===== src/ihex_pkg.sv =====
package ihex_pkg;

    localparam int RecordBytes  = 16;
    localparam int BufDepth     = 16;
    localparam int FillWidth    = $clog2(BufDepth + 1);
    localparam int IdxWidth     = $clog2(BufDepth);
    localparam int AddrWidth    = 16;

    localparam int ApbAddrWidth = 3;
    localparam int ApbDataWidth = 32;
    localparam int RegIdxWidth  = ApbAddrWidth - 2;

    localparam logic [RegIdxWidth-1:0] RegStartAddress = '0;
    localparam logic [AddrWidth-1:0]   StartAddrReset  = 16'h0100;

    localparam logic [7:0] RecordTypeData = 8'h00;
    localparam logic [7:0] CharColon      = 8'h3A;
    localparam logic [7:0] CharZero       = 8'h30;
    localparam logic [7:0] CharOne        = 8'h31;
    localparam logic [7:0] CharF          = 8'h46;
    localparam logic [7:0] CharCr         = 8'h0D;
    localparam logic [7:0] CharLf         = 8'h0A;
    localparam logic [7:0] CharAlphaBase  = 8'h37;

    localparam int EofIdxWidth = 4;
    localparam logic [EofIdxWidth-1:0] EofLastIdx = 4'd12;

    typedef struct packed {
        logic [7:0] data_byte;
        logic       carries_byte;
        logic       end_of_data;
    } in_item_t;

    typedef struct packed {
        logic [7:0] out_char;
        logic       last_char;
    } out_item_t;

    typedef enum logic [2:0] {
        CK_COLON,
        CK_HEX,
        CK_CR,
        CK_LF,
        CK_EOF
    } char_kind_t;

    typedef enum logic [2:0] {
        BS_COUNT,
        BS_ADDR_HI,
        BS_ADDR_LO,
        BS_TYPE,
        BS_DATA,
        BS_CSUM
    } byte_sel_t;

    typedef struct packed {
        logic                   accept;
        logic                   emit;
        char_kind_t             kind;
        byte_sel_t              byte_sel;
        logic [IdxWidth-1:0]    idx;
        logic [EofIdxWidth-1:0] eof_idx;
        logic                   nib_lo;
        logic                   add_sum;
        logic                   rec_done;
        logic                   reload_addr;
        logic                   last;
    } dp_cmd_t;

    typedef struct packed {
        logic [FillWidth-1:0] fill;
    } dp_status_t;

    function automatic logic [7:0] hex_digit(input logic [3:0] v);
        logic [7:0] v8;
        v8 = {4'h0, v};
        return (v < 4'd10) ? (CharZero + v8) : (CharAlphaBase + v8);
    endfunction

    // ":00000001FF" CR LF
    function automatic logic [7:0] eof_record_char(input logic [EofIdxWidth-1:0] idx);
        logic [7:0] c;
        unique case (idx) inside
            4'd0:          c = CharColon;
            [4'd1:4'd7]:   c = CharZero;
            4'd8:          c = CharOne;
            [4'd9:4'd10]:  c = CharF;
            4'd11:         c = CharCr;
            4'd12:         c = CharLf;
            default:       c = 8'h00;
        endcase
        return c;
    endfunction

endpackage


===== src/ihex_ctrl.sv =====
module ihex_ctrl #(
    parameter int RECORD_BYTES = ihex_pkg::RecordBytes
) (
    input  logic                 clk,
    input  logic                 rst_n,
    input  logic                 in_valid,
    output logic                 in_ready,
    input  logic                 carries_byte,
    input  logic                 end_of_data,
    output logic                 out_valid,
    input  logic                 out_ready,
    input  ihex_pkg::dp_status_t status,
    output ihex_pkg::dp_cmd_t    cmd
);

    localparam int FW = ihex_pkg::FillWidth;
    localparam int IW = ihex_pkg::IdxWidth;
    localparam int EW = ihex_pkg::EofIdxWidth;

    typedef enum logic [2:0] {
        S_IDLE,
        S_COLON,
        S_HDR,
        S_DATA,
        S_CSUM,
        S_CR,
        S_LF,
        S_EOF
    } state_t;

    state_t          state_reg, state_next;
    logic [IW-1:0]   idx_reg, idx_next;
    logic            nib_reg, nib_next;
    logic            eof_pending_reg, eof_pending_next;
    logic [EW-1:0]   eof_idx_reg, eof_idx_next;
    logic            out_valid_reg, out_valid_next;

    logic            accept;
    logic            emit;
    logic [FW-1:0]   fill_after;
    logic            rec_start;
    logic            last_data;
    logic            eof_done;

    assign in_ready   = (state_reg == S_IDLE);
    assign accept     = in_valid && in_ready;
    assign emit       = (state_reg != S_IDLE) && (!out_valid_reg || out_ready);
    assign fill_after = status.fill + FW'(carries_byte);
    assign rec_start  = (carries_byte && (fill_after >= FW'(RECORD_BYTES)))
                      || (end_of_data && (fill_after != '0));
    assign last_data  = ((FW'(idx_reg) + FW'(1)) == status.fill);
    assign eof_done   = (eof_idx_reg == ihex_pkg::EofLastIdx);
    assign out_valid  = out_valid_reg;

    always_comb
    begin
        state_next       = state_reg;
        idx_next         = idx_reg;
        nib_next         = nib_reg;
        eof_pending_next = eof_pending_reg;
        eof_idx_next     = eof_idx_reg;

        cmd             = '0;
        cmd.accept      = accept;
        cmd.emit        = emit;
        cmd.kind        = ihex_pkg::CK_COLON;
        cmd.byte_sel    = ihex_pkg::BS_DATA;
        cmd.idx         = idx_reg;
        cmd.eof_idx     = eof_idx_reg;
        cmd.nib_lo      = nib_reg;

        unique case (state_reg)
            S_IDLE:
            begin
                if (accept)
                begin
                    eof_pending_next = end_of_data;
                    idx_next         = '0;
                    nib_next         = 1'b0;
                    eof_idx_next     = '0;
                    if (rec_start)
                        state_next = S_COLON;
                    else if (end_of_data)
                        state_next = S_EOF;
                end
            end
            S_COLON:
            begin
                cmd.kind = ihex_pkg::CK_COLON;
                if (emit)
                    state_next = S_HDR;
            end
            S_HDR:
            begin
                cmd.kind = ihex_pkg::CK_HEX;
                unique case (idx_reg[1:0])
                    2'd0:    cmd.byte_sel = ihex_pkg::BS_COUNT;
                    2'd1:    cmd.byte_sel = ihex_pkg::BS_ADDR_HI;
                    2'd2:    cmd.byte_sel = ihex_pkg::BS_ADDR_LO;
                    default: cmd.byte_sel = ihex_pkg::BS_TYPE;
                endcase
                cmd.add_sum = emit && nib_reg;
                if (emit)
                begin
                    nib_next = !nib_reg;
                    if (nib_reg)
                    begin
                        if (idx_reg[1:0] == 2'd3)
                        begin
                            idx_next   = '0;
                            state_next = S_DATA;
                        end
                        else
                            idx_next = idx_reg + IW'(1);
                    end
                end
            end
            S_DATA:
            begin
                cmd.kind     = ihex_pkg::CK_HEX;
                cmd.byte_sel = ihex_pkg::BS_DATA;
                cmd.add_sum  = emit && nib_reg;
                if (emit)
                begin
                    nib_next = !nib_reg;
                    if (nib_reg)
                    begin
                        if (last_data)
                            state_next = S_CSUM;
                        else
                            idx_next = idx_reg + IW'(1);
                    end
                end
            end
            S_CSUM:
            begin
                cmd.kind     = ihex_pkg::CK_HEX;
                cmd.byte_sel = ihex_pkg::BS_CSUM;
                if (emit)
                begin
                    nib_next = !nib_reg;
                    if (nib_reg)
                        state_next = S_CR;
                end
            end
            S_CR:
            begin
                cmd.kind = ihex_pkg::CK_CR;
                if (emit)
                    state_next = S_LF;
            end
            S_LF:
            begin
                cmd.kind     = ihex_pkg::CK_LF;
                cmd.last     = !eof_pending_reg;
                cmd.rec_done = emit;
                if (emit)
                    state_next = eof_pending_reg ? S_EOF : S_IDLE;
            end
            S_EOF:
            begin
                cmd.kind        = ihex_pkg::CK_EOF;
                cmd.last        = eof_done;
                cmd.reload_addr = emit && eof_done;
                if (emit)
                begin
                    if (eof_done)
                        state_next = S_IDLE;
                    else
                        eof_idx_next = eof_idx_reg + EW'(1);
                end
            end
            default:
            begin
                state_next = S_IDLE;
            end
        endcase

        if (emit)
            out_valid_next = 1'b1;
        else if (out_ready)
            out_valid_next = 1'b0;
        else
            out_valid_next = out_valid_reg;
    end

    always_ff @(posedge clk or negedge rst_n)
    begin
        if (!rst_n)
        begin
            state_reg       <= S_IDLE;
            idx_reg         <= '0;
            nib_reg         <= 1'b0;
            eof_pending_reg <= 1'b0;
            eof_idx_reg     <= '0;
            out_valid_reg   <= 1'b0;
        end
        else
        begin
            state_reg       <= state_next;
            idx_reg         <= idx_next;
            nib_reg         <= nib_next;
            eof_pending_reg <= eof_pending_next;
            eof_idx_reg     <= eof_idx_next;
            out_valid_reg   <= out_valid_next;
        end
    end

endmodule


===== src/ihex_dp.sv =====
module ihex_dp (
    input  logic                                 clk,
    input  logic                                 rst_n,
    input  ihex_pkg::in_item_t                   in_item,
    input  ihex_pkg::dp_cmd_t                    cmd,
    output ihex_pkg::dp_status_t                 status,
    output ihex_pkg::out_item_t                  out_item,
    input  logic                                 psel,
    input  logic                                 penable,
    input  logic                                 pwrite,
    input  logic [ihex_pkg::ApbAddrWidth-1:0]    paddr,
    input  logic [ihex_pkg::ApbDataWidth-1:0]    pwdata,
    output logic [ihex_pkg::ApbDataWidth-1:0]    prdata
);

    localparam int FW = ihex_pkg::FillWidth;
    localparam int IW = ihex_pkg::IdxWidth;
    localparam int AW = ihex_pkg::AddrWidth;
    localparam int DW = ihex_pkg::ApbDataWidth;

    logic [7:0]    buf_reg [ihex_pkg::BufDepth];
    logic [FW-1:0] fill_reg, fill_next;
    logic [AW-1:0] addr_reg, addr_next;
    logic [AW-1:0] start_reg;
    logic [7:0]    sum_reg, sum_next;
    logic [7:0]    out_char_reg;
    logic          last_char_reg;

    logic          reg_hit;
    logic          cfg_write;
    logic [7:0]    cur_byte;
    logic [3:0]    nibble;
    logic [7:0]    char_next;

    assign reg_hit   = (paddr[ihex_pkg::ApbAddrWidth-1:2] == ihex_pkg::RegStartAddress);
    assign cfg_write = psel && penable && pwrite && reg_hit;
    assign prdata    = reg_hit ? {{(DW - AW){1'b0}}, start_reg} : '0;

    assign status.fill = fill_reg;

    always_comb
    begin
        case (cmd.byte_sel)
            ihex_pkg::BS_COUNT:   cur_byte = {{(8 - FW){1'b0}}, fill_reg};
            ihex_pkg::BS_ADDR_HI: cur_byte = addr_reg[15:8];
            ihex_pkg::BS_ADDR_LO: cur_byte = addr_reg[7:0];
            ihex_pkg::BS_TYPE:    cur_byte = ihex_pkg::RecordTypeData;
            ihex_pkg::BS_DATA:    cur_byte = buf_reg[cmd.idx];
            ihex_pkg::BS_CSUM:    cur_byte = 8'h00 - sum_reg;
            default:              cur_byte = 8'h00;
        endcase

        nibble = cmd.nib_lo ? cur_byte[3:0] : cur_byte[7:4];

        case (cmd.kind)
            ihex_pkg::CK_COLON: char_next = ihex_pkg::CharColon;
            ihex_pkg::CK_HEX:   char_next = ihex_pkg::hex_digit(nibble);
            ihex_pkg::CK_CR:    char_next = ihex_pkg::CharCr;
            ihex_pkg::CK_LF:    char_next = ihex_pkg::CharLf;
            ihex_pkg::CK_EOF:   char_next = ihex_pkg::eof_record_char(cmd.eof_idx);
            default:            char_next = 8'h00;
        endcase
    end

    always_comb
    begin
        fill_next = fill_reg;
        addr_next = addr_reg;
        sum_next  = sum_reg;
        if (cmd.accept)
        begin
            fill_next = fill_reg + FW'(in_item.carries_byte);
            sum_next  = 8'h00;
        end
        if (cmd.add_sum)
            sum_next = sum_reg + cur_byte;
        if (cmd.rec_done)
        begin
            fill_next = '0;
            addr_next = addr_reg + {{(AW - FW){1'b0}}, fill_reg};
        end
        if (cmd.reload_addr)
            addr_next = start_reg;
    end

    always_ff @(posedge clk or negedge rst_n)
    begin
        if (!rst_n)
        begin
            fill_reg  <= '0;
            addr_reg  <= ihex_pkg::StartAddrReset;
            start_reg <= ihex_pkg::StartAddrReset;
        end
        else
        begin
            fill_reg <= fill_next;
            addr_reg <= addr_next;
            if (cfg_write)
                start_reg <= pwdata[AW-1:0];
        end
    end

    always_ff @(posedge clk)
    begin
        sum_reg <= sum_next;
        if (cmd.accept && in_item.carries_byte && (fill_reg < FW'(ihex_pkg::BufDepth)))
            buf_reg[fill_reg[IW-1:0]] <= in_item.data_byte;
        if (cmd.emit)
        begin
            out_char_reg  <= char_next;
            last_char_reg <= cmd.last;
        end
    end

    assign out_item.out_char  = out_char_reg;
    assign out_item.last_char = last_char_reg;

endmodule


===== src/intel_hex_record_encoder.sv =====
// Intel HEX record encoder.
// Input channel (in_valid/in_ready/in_item): one image byte per transfer, or a
// bare end marker. Output channel (out_valid/out_ready/out_item): one ASCII
// character per transfer, last_char set on the final character of an item.
// Bytes collect in a 16-entry buffer; a full buffer, or end_of_data with
// bytes pending, produces one data record (13 + 2*count characters), and
// end_of_data then adds the 13-character EOF record and reloads the load
// address from start_address (APB register at byte address 0).
// Timing: one character per cycle from the record sequencer while the
// receiver takes them. An item that only fills the buffer leaves in_ready
// high; a full record is 45 characters, the EOF record 13 more. The first
// character passes the state register and then the output register.
// The block works on one item at a time: in_ready is high only while the
// sequencer is idle, and the next item is taken while the last character
// still waits in the output register.
// A stalled receiver holds the output register and the sequencer stops.
// Reset empties the buffer, drops any pending output and sets both the load
// address and start_address to 0x0100.
module intel_hex_record_encoder #(
    parameter int RECORD_BYTES = ihex_pkg::RecordBytes
) (
    input  logic                              clk,
    input  logic                              rst_n,
    input  logic                              in_valid,
    output logic                              in_ready,
    input  ihex_pkg::in_item_t                in_item,
    output logic                              out_valid,
    input  logic                              out_ready,
    output ihex_pkg::out_item_t               out_item,
    input  logic                              psel,
    input  logic                              penable,
    input  logic                              pwrite,
    input  logic [ihex_pkg::ApbAddrWidth-1:0] paddr,
    input  logic [ihex_pkg::ApbDataWidth-1:0] pwdata,
    output logic [ihex_pkg::ApbDataWidth-1:0] prdata,
    output logic                              pready
);

    ihex_pkg::dp_cmd_t    cmd;
    ihex_pkg::dp_status_t status;

    assign pready = 1'b1;

    ihex_ctrl #(
        .RECORD_BYTES (RECORD_BYTES)
    ) u_ctrl (
        .clk          (clk),
        .rst_n        (rst_n),
        .in_valid     (in_valid),
        .in_ready     (in_ready),
        .carries_byte (in_item.carries_byte),
        .end_of_data  (in_item.end_of_data),
        .out_valid    (out_valid),
        .out_ready    (out_ready),
        .status       (status),
        .cmd          (cmd)
    );

    ihex_dp u_dp (
        .clk      (clk),
        .rst_n    (rst_n),
        .in_item  (in_item),
        .cmd      (cmd),
        .status   (status),
        .out_item (out_item),
        .psel     (psel),
        .penable  (penable),
        .pwrite   (pwrite),
        .paddr    (paddr),
        .pwdata   (pwdata),
        .prdata   (prdata)
    );

endmodule


===== config.mk =====
export PLATFORM = sky130hd
export DESIGN_NAME = intel_hex_record_encoder
export DESIGN_NICKNAME = d
export VERILOG_FILES = /design/src/ihex_pkg.sv /design/src/ihex_ctrl.sv /design/src/ihex_dp.sv /design/src/intel_hex_record_encoder.sv
export SDC_FILE = /design/constraint.sdc
export NUM_CORES = 1
export LEC_CHECK = 0
export BUFFER_PORTS_ARGS = -buffer_cell sky130_fd_sc_hd__buf_2
export CAP_MARGIN = 0
export CELL_PAD_IN_SITES_DETAIL_PLACEMENT = 1
export CELL_PAD_IN_SITES_GLOBAL_PLACEMENT = 2
export CORE_MARGIN = 2
export CORE_UTILIZATION = 45
export CTS_CLUSTER_SIZE = 14
export DETAILED_ROUTE_END_ITERATION = 10
export GPL_ROUTABILITY_DRIVEN = 0
export GPL_TIMING_DRIVEN = 0
export HOLD_SLACK_MARGIN = 0.12
export PLACE_DENSITY = 0.89
export SYNTH_ARGS = -nofsm -noshare
export SYNTH_HDL_FRONTEND = slang
export SYNTH_HIERARCHICAL = 1
export SYNTH_SLANG_ARGS = --single-unit

===== constraint.sdc =====
create_clock -name clk -period 7.1 [get_ports clk]
set_input_delay 1.42 -clock clk [delete_from_list [all_inputs] [get_ports clk]]
set_output_delay 1.42 -clock clk [all_outputs]
set_load 0.05 [all_outputs]

==> metrics, run 1 <==
r2r setup slk between 2 and 2.5 ns; total negative slack 0 ns; Synth area leader edfxtp_1; 1st-iter DRT viols 450; critical path depth 18; Seq pwr share 0.354; max cap viols 1; CTS tree yes; clock network fraction of design power 0.241; WP data required approximately 7.3 ns; Bufs on Longest Clock Path 2; share of Yosys cell area claimed by the top area cell type 0.438; GR Overflow Total 0; part of the Yosys area used for sequential elements 0.568; share of layout cells above drive strength 1 0.224; Hold Violations, Final 0; Mapped Area 0.00986 mm²; commonest non-fill, non-tap cell in the layout edfxtp_1; LEAKAGE 4.13 nW; Post-route DRC 0; failing checks max-capacitance violations; final core occ 0.517; worst hold stages 2; Area contributors post-synth edfxtp_1 (44%), dfrtp_1 (12%), mux4_2 (6.6%), mux2_2 (3.1%), ha_1 (3.0%); asr flop ratio synth 0.262; DR WL/cell 20.6 µm; cell family with most CP delay simple AND/OR/NAND/NOR gates; Period minus WS final ~5.0 ns; first-pass GRT wire length about 38000 µm; Post-DRT Antenna Nets 0; Area growth, synth to finish 13.8%; Sw Pwr between 0.0015 and 0.002 W; crit path capture type flip-flop; Hold WC Path Type reg -> reg; status finished with violations; fill cell count 2235; Synth Flop Type edfxtp_1; via-per-instance ratio ~5.7; placed cells approximately 1100; port buffer count 59; initial antenna violation count 0; Final Skew between 0.015 and 0.02 ns; Num Clock Sinks around 200; Reg-to-Reg Start u_ctrl/state_reg[2]; io pins 96; Final HPWL DP approximately 17000 µm; RR Endpoint u_dp/sum_reg[6]; CP bufs+invs 3; Switching Fraction 0.393; part of the cycle the worst path needs 0.705; P_int about 0.0026 W; fin. max-slew vios 0; final setup fails 0; Post-CTS Resized 0; worst hold slack between 0.5 and 0.6 ns; critical path, cell by cell clkbuf_1 > nor2_1 > nand2_1 > nor2_1 > clkbuf_1 > nor4b_1 > a221oi_1 > nand2_1 > ha_1 > inv_1 > fa_1 > nor2b_1 > o21ai_0 > nand2b_1 > a21o_1 > a21oi_1 > xnor2_1 > and2_1; clock slew at reported path FFs roughly 0.09 ns; Worst path slowest cell nor4b_1; Final Instance Count excl. Fillers approximately 1100; die area between 0.02 and 0.025 mm²; commonest non-fill, non-tap cells in the layout edfxtp_1 (144), buf_2 (63), nand2_1 (57), dfrtp_1 (49), nor2_1 (45); # rows between 50 and 60; Worst path max stage delay roughly 1.3 ns; Reg2Reg Depth 18; Pre-Repair DR Iteration Count 5; hold_sp u_dp/start_reg[14]; arrival time worst endpoint ~5.2 ns; clock buffer count from CTS 17; die height about 150 µm; nets 932; Post-synth EDFFs ~140; RSZ-0062 raised after global routing no; Setup Buffers After CTS 0; CP max FO 10; die width roughly 150 µm; CORE AREA approximately 0.022 mm²; hold-fix buffers at CTS 0; Total GRT Usage 0.208; max FFs per register 128; Slew headroom 0.00790; Worst Tran Pin Value 1.47 ns; Fmax ~200 MHz; htree depth 4; drt total wl 23600 µm; largest net degree at the start of global routing between 50 and 60; vias in the first global route 6657; type of origin of the critical path flip-flop; Yosys warning count 6; antenna fix cells 0; Power Density ~380 mW/mm²; logic gate share of total power 0.405; peak supply drop 0.223 mV; clock tree root driver cell clkbuf_16; WHS Endpoint u_dp/addr_reg[14]; WS Path Type reg -> reg; Syn Area/Cell 13.0 µm²; Post-Synthesis Cells about 760; Vias between 6000 and 7000; initial core utilization 0.455; Synth cell types 78; Clk Latency, worst-skew pair ~0.45 ns; Synth Register Bits 195
## how the worst max path moves through the flow
stage	from	slack, ns	endpoint
2_1_floorplan	paddr[2]	3.36	prdata[10]
3_3_place_gp	u_ctrl/state_reg[0]	2.22	u_dp/sum_reg[6]
3_5_place_dp	u_ctrl/state_reg[2]	2.23	u_dp/sum_reg[6]
4_1_cts	u_ctrl/state_reg[2]	2.18	u_dp/sum_reg[6]
5_1_grt	u_ctrl/state_reg[2]	1.85	u_dp/sum_reg[6]
6_report	u_ctrl/state_reg[2]	2.09	u_dp/sum_reg[6]
## cell usage after synthesis (3+ instances only)
cell and number:
nand4_1 10, nor3_1 17, o31ai_1 4, a31oi_1 3, nor3b_1 7, and2_1 8
a2bb2oi_1 3, a22o_1 6, inv_1 21, buf_4 24, o211ai_1 3, xor2_1 7
xnor2_1 28, clkbuf_1 25, or3_1 3, nand2b_1 6, mux4_2 29, a21o_1 5
a211o_1 6, mux2i_1 13, o21ai_0 29, mux2_2 27, nand3_1 13, nor4_1 7
nor2_1 45, a22oi_1 4, nand2_1 57, inv_2 3, o21bai_1 3, buf_2 3
edfxtp_1 144, ha_1 24, a21oi_1 21, dfrtp_1 49, o2111ai_1 3, mux4_1 3
and3_1 5, o21ai_1 3, nor2b_1 34
## worst reg2reg max path, delay by kind of cell, from the launching register on
family / cells / cell delay (ns)
simple gates: 8 / 2.29
compound gates: 4 / 0.72
buf+inv: 3 / 0.66
fa+ha+maj: 2 / 0.56
flops: 1 / 0.41
xor+xnor: 1 / 0.12
## logic make-up after synthesis
kind of cell             count (synthesis)  share of synthesized area
AND/OR/NAND/NOR                        226                      0.118
flip-flops                             195                      0.568
AO/OA/AOI/OAI                          121                     0.0849
buffers and inverters                   80                     0.0415
multiplexers                            74                      0.121
XOR/XNOR                                35                     0.0311
adder cells (fa/ha/maj)                 26                     0.0345
other                                    2                   0.000762
## through the flow
step	area [µm²]	power [W]	setup WS, ns
finish	11200	0.00422	2.09
CTS	11200	0.00425	2.18
floorplan	9920	0.00277	3.36
detailed placement	10600	0.00321	2.23
global route	11200	0.00445	1.85
global placement	10600	0.00316	2.22
## power groups by stage
stage / clock (W) / combinational [W] / sequential (W)
after global placement: 0 / 0.00165 / 0.00152
after detailed placement: 0 / 0.00169 / 0.00152
after floorplan: 0 / 0.00122 / 0.00156
final: 0.00102 / 0.00171 / 0.00150
after CTS: 0.00104 / 0.00171 / 0.00150
after global routing: 0.00107 / 0.00186 / 0.00152
## final cells by class
cell class	instances	area [µm²]	share of cell area
Timing Repair Buffer	60	300	0.0268
Sequential cell	195	5600	0.499
Tap cell	280	350	0.0312
Buffer	56	319	0.0284
Inverter	24	90.1	0.00803
Multi-Input combinational cell	500	3920	0.349
Clock buffer	17	425	0.0379
Clock inverter	15	214	0.0191
## layer usage
layer,vias to the layer above,track usage,share of wire
met4,0,0.0645,0.014
met1,3308,0.289,0.45
met5,-,0,0
met2,159,0.342,0.49
li1,3013,-,-
met3,24,0.0314,0.042
Note: power is estimated with default switching activity, not from simulation.
==> run 2: changes to the inputs <==
- CORE_UTILIZATION: 45 -> 37
- PLACE_DENSITY: 0.89 -> 0.79
- clock period: 7.1 -> 4.5 ns (I/O delays scaled with it)
==> run 2 against run 1 <==
Against the previous run: the flow finishes with violations (design-rule violations); global-route usage is 3.1 points lower; sequential power rose by 57%; first-iteration DRC count is 8.0% lower; fmax is 18% higher; total power grew 58%; combinational power is 60% higher; setup slack got worse by 1.8 ns; clock power up 56%; clock skew is 0.0018 ns lower; critical path type unchanged; largest power group unchanged.
==> metrics, run 2 (same netlist as run 1, synthesis figures left out) <==
Worst path max stage delay 0.67 ns (was 1.26 ns); Post-CTS Resized 4 (was 0); die height 167 µm (was 152 µm); cell family with most CP delay buffers and inverters (was simple AND/OR/NAND/NOR gates); Slew headroom 0.168 (was 0.00790); Pre-Repair DR Iteration Count 8 (was 5); hold_sp u_ctrl/eof_pending_reg (was u_dp/start_reg[14]); LEAKAGE 4.15 nW (was 4.13 nW); # rows 59 (was 54); Fmax 236 MHz (was 200 MHz); CP max FO 19 (was 10); Worst path slowest cell buf_1 (was nor4b_1); Final HPWL DP 17200 µm (was 16900 µm); clock tree root driver cell clkbuf_16 (unchanged); type of origin of the critical path flip-flop (unchanged); Setup Buffers After CTS 0 (unchanged); Vias 6408 (was 6504); Final Instance Count excl. Fillers 1201 (was 1147); vias in the first global route 6692 (was 6657); Area growth, synth to finish 14.8% (was 13.8%); commonest non-fill, non-tap cell in the layout edfxtp_1 (unchanged); Worst Tran Pin Value 1.24 ns (was 1.47 ns); max FFs per register 128 (unchanged); first-pass GRT wire length 38500 µm (was 37800 µm); Post-route DRC 4 (was 0); CORE AREA 0.0261 mm² (was 0.0217 mm²); Final Skew 0.0140 ns (was 0.0159 ns); RSZ-0062 raised after global routing yes (was no); Num Clock Sinks 195 (unchanged); r2r setup slk 0.26 ns (was 2.09 ns); GR Overflow Total 0 (unchanged); clock buffer count from CTS 17 (unchanged); placed cells 1169 (was 1115); final setup fails 0 (unchanged); initial core utilization 0.377 (was 0.455); failing checks design-rule violations (was max-capacitance violations); part of the cycle the worst path needs 0.941 (was 0.705); arrival time worst endpoint 4.43 ns (was 5.21 ns); hold-fix buffers at CTS 0 (unchanged); share of layout cells above drive strength 1 0.234 (was 0.224); worst hold stages 1 (was 2); crit path capture type flip-flop (unchanged); Clk Latency, worst-skew pair 0.44 ns (was 0.45 ns); Hold Violations, Final 0 (unchanged); crit-path most repeated cell nand2_1; Power Density 590 mW/mm² (was 376 mW/mm²); Reg2Reg Depth 16 (was 18); nets 931 (was 932); Bufs on Longest Clock Path 2 (unchanged); RR Endpoint u_dp/sum_reg[6] (unchanged); io pins 96 (unchanged); Total GRT Usage 0.177 (was 0.208); Period minus WS final 4.24 ns (was 5.01 ns); Overall Power 0.00668 W (was 0.00422 W); fin. max-slew vios 0 (unchanged); slack of the critical path 0.263 ns (was 2.09 ns); critical path, cell by cell buf_2 > buf_1 > mux4_2 > mux2_2 > nand2_1 > nand2_1 > ha_1 > inv_1 > fa_1 > nor2b_1 > o21ai_0 > nand2b_1 > a21o_1 > a21oi_1 > xnor2_1 > and2_1 (was clkbuf_1 > nor2_1 > nand2_1 > nor2_1 > clkbuf_1 > nor4b_1 > a221oi_1 > nand2_1 > ha_1 > inv_1 > fa_1 > nor2b_1 > o21ai_0 > nand2b_1 > a21o_1 > a21oi_1 > xnor2_1 > and2_1); status finished with violations (unchanged); drt total wl 24100 µm (was 23600 µm); Post-DRT Antenna Nets 0 (unchanged); commonest non-fill, non-tap cells in the layout edfxtp_1 (144), buf_2 (61), nand2_1 (57), dfrtp_1 (48), nor2_1 (44) (was edfxtp_1 (144), buf_2 (63), nand2_1 (57), dfrtp_1 (49), nor2_1 (45)); CP bufs+invs 3 (unchanged); initial antenna violation count 0 (unchanged); antenna fix cells 0 (unchanged); CTS tree yes (unchanged); max cap viols 0 (was 1); Reg-to-Reg Start u_ctrl/idx_reg[1] (was u_ctrl/state_reg[2]); clock slew at reported path FFs 0.08 ns (was 0.09 ns); WP data required 4.69 ns (was 7.30 ns); WS Path Type reg -> reg (unchanged); fill cell count 2786 (was 2235); htree depth 4 (unchanged); Hold WC Path Type reg -> reg (unchanged); die area 0.0280 mm² (was 0.0231 mm²); DR WL/cell 20.0 µm (was 20.6 µm); WHS Endpoint u_ctrl/eof_pending_reg (was u_dp/addr_reg[14]); port buffer count 59 (unchanged); peak supply drop 0.268 mV (was 0.223 mV); via-per-instance ratio 5.34 (was 5.67); Place WS -0.0866 ns (was 2.23 ns); 1st-iter DRT viols 414 (was 450); die width 167 µm (was 152 µm); largest net degree at the start of global routing 52 (unchanged)
==> run 2: cell count changes in the layout (fill, tap and decap cells not counted), moves of 2 or more <==
cell | before | now
buf_2 | 63 | 61
clkbuf_2 | 0 | 3
clkbuf_1 | 25 | 21
clkbuf_4 | 0 | 3
==> run 2: routing by layer <==
metal | wire length (µm) | vias up | global-route usage
met4 | 382 | 0 | 0.0484
met3 | 844 | 22 | 0.0269
li1 | - | 3005 | -
met2 | 11800 | 142 | 0.304
met5 | 0 | - | 0
met1 | 11000 | 3239 | 0.235
==> run 2: worst max path at each step <==
stage                              from               to  depth (start not counted)
finish                u_ctrl/idx_reg[1]  u_dp/sum_reg[6]                         16
CTS                 u_ctrl/state_reg[1]  u_dp/sum_reg[6]                         20
floorplan           u_ctrl/state_reg[1]  u_dp/sum_reg[6]                         20
detailed placement  u_ctrl/state_reg[1]  u_dp/sum_reg[6]                         20
global route          u_ctrl/idx_reg[1]  u_dp/sum_reg[6]                         16
global placement    u_ctrl/state_reg[0]  u_dp/sum_reg[6]                         16
==> run 2: worst register-to-register path, delay by kind of cell (launching register included) <==
kind                       cells  cell delay, ns
DFF                            1            0.52
adders and majority gates      2            0.39
AOI/OAI and AO/OA              3            0.50
muxes                          2            0.72
and+or+nand+nor                5            0.49
xor gates and xnor gates       1            0.08
buffers and inverters          3            1.28
==> run 2: final cells by class <==
class | instances | area, µm² | share of cell area
buffer | 55 | 325 | 0.0287
timing repair buffer | 60 | 303 | 0.0268
tap | 335 | 419 | 0.0370
clock inverter | 15 | 203 | 0.0179
sequential | 195 | 5600 | 0.495
multi-input combinational | 500 | 3950 | 0.349
inverter | 24 | 90.1 | 0.00796
clock buffer | 17 | 425 | 0.0376
==> run 2: power by group <==
part           total [W]  switching, W  internal [W]
clock network    0.00159      0.000782      0.000812
logic            0.00273       0.00164       0.00108
registers        0.00236      0.000205       0.00215
==> run 2: through the flow <==
stage	hold WS (ns)	utilization	cell area, µm²	setup TNS [ns]
floorplan	0.458	-	9920	0
global placement	0.482	0.407	10600	-2.82
detailed placement	0.498	0.408	10700	-0.0866
CTS	0.519	0.432	11300	0
global route	0.552	0.433	11300	-0.00116
finish	0.514	0.433	11300	0
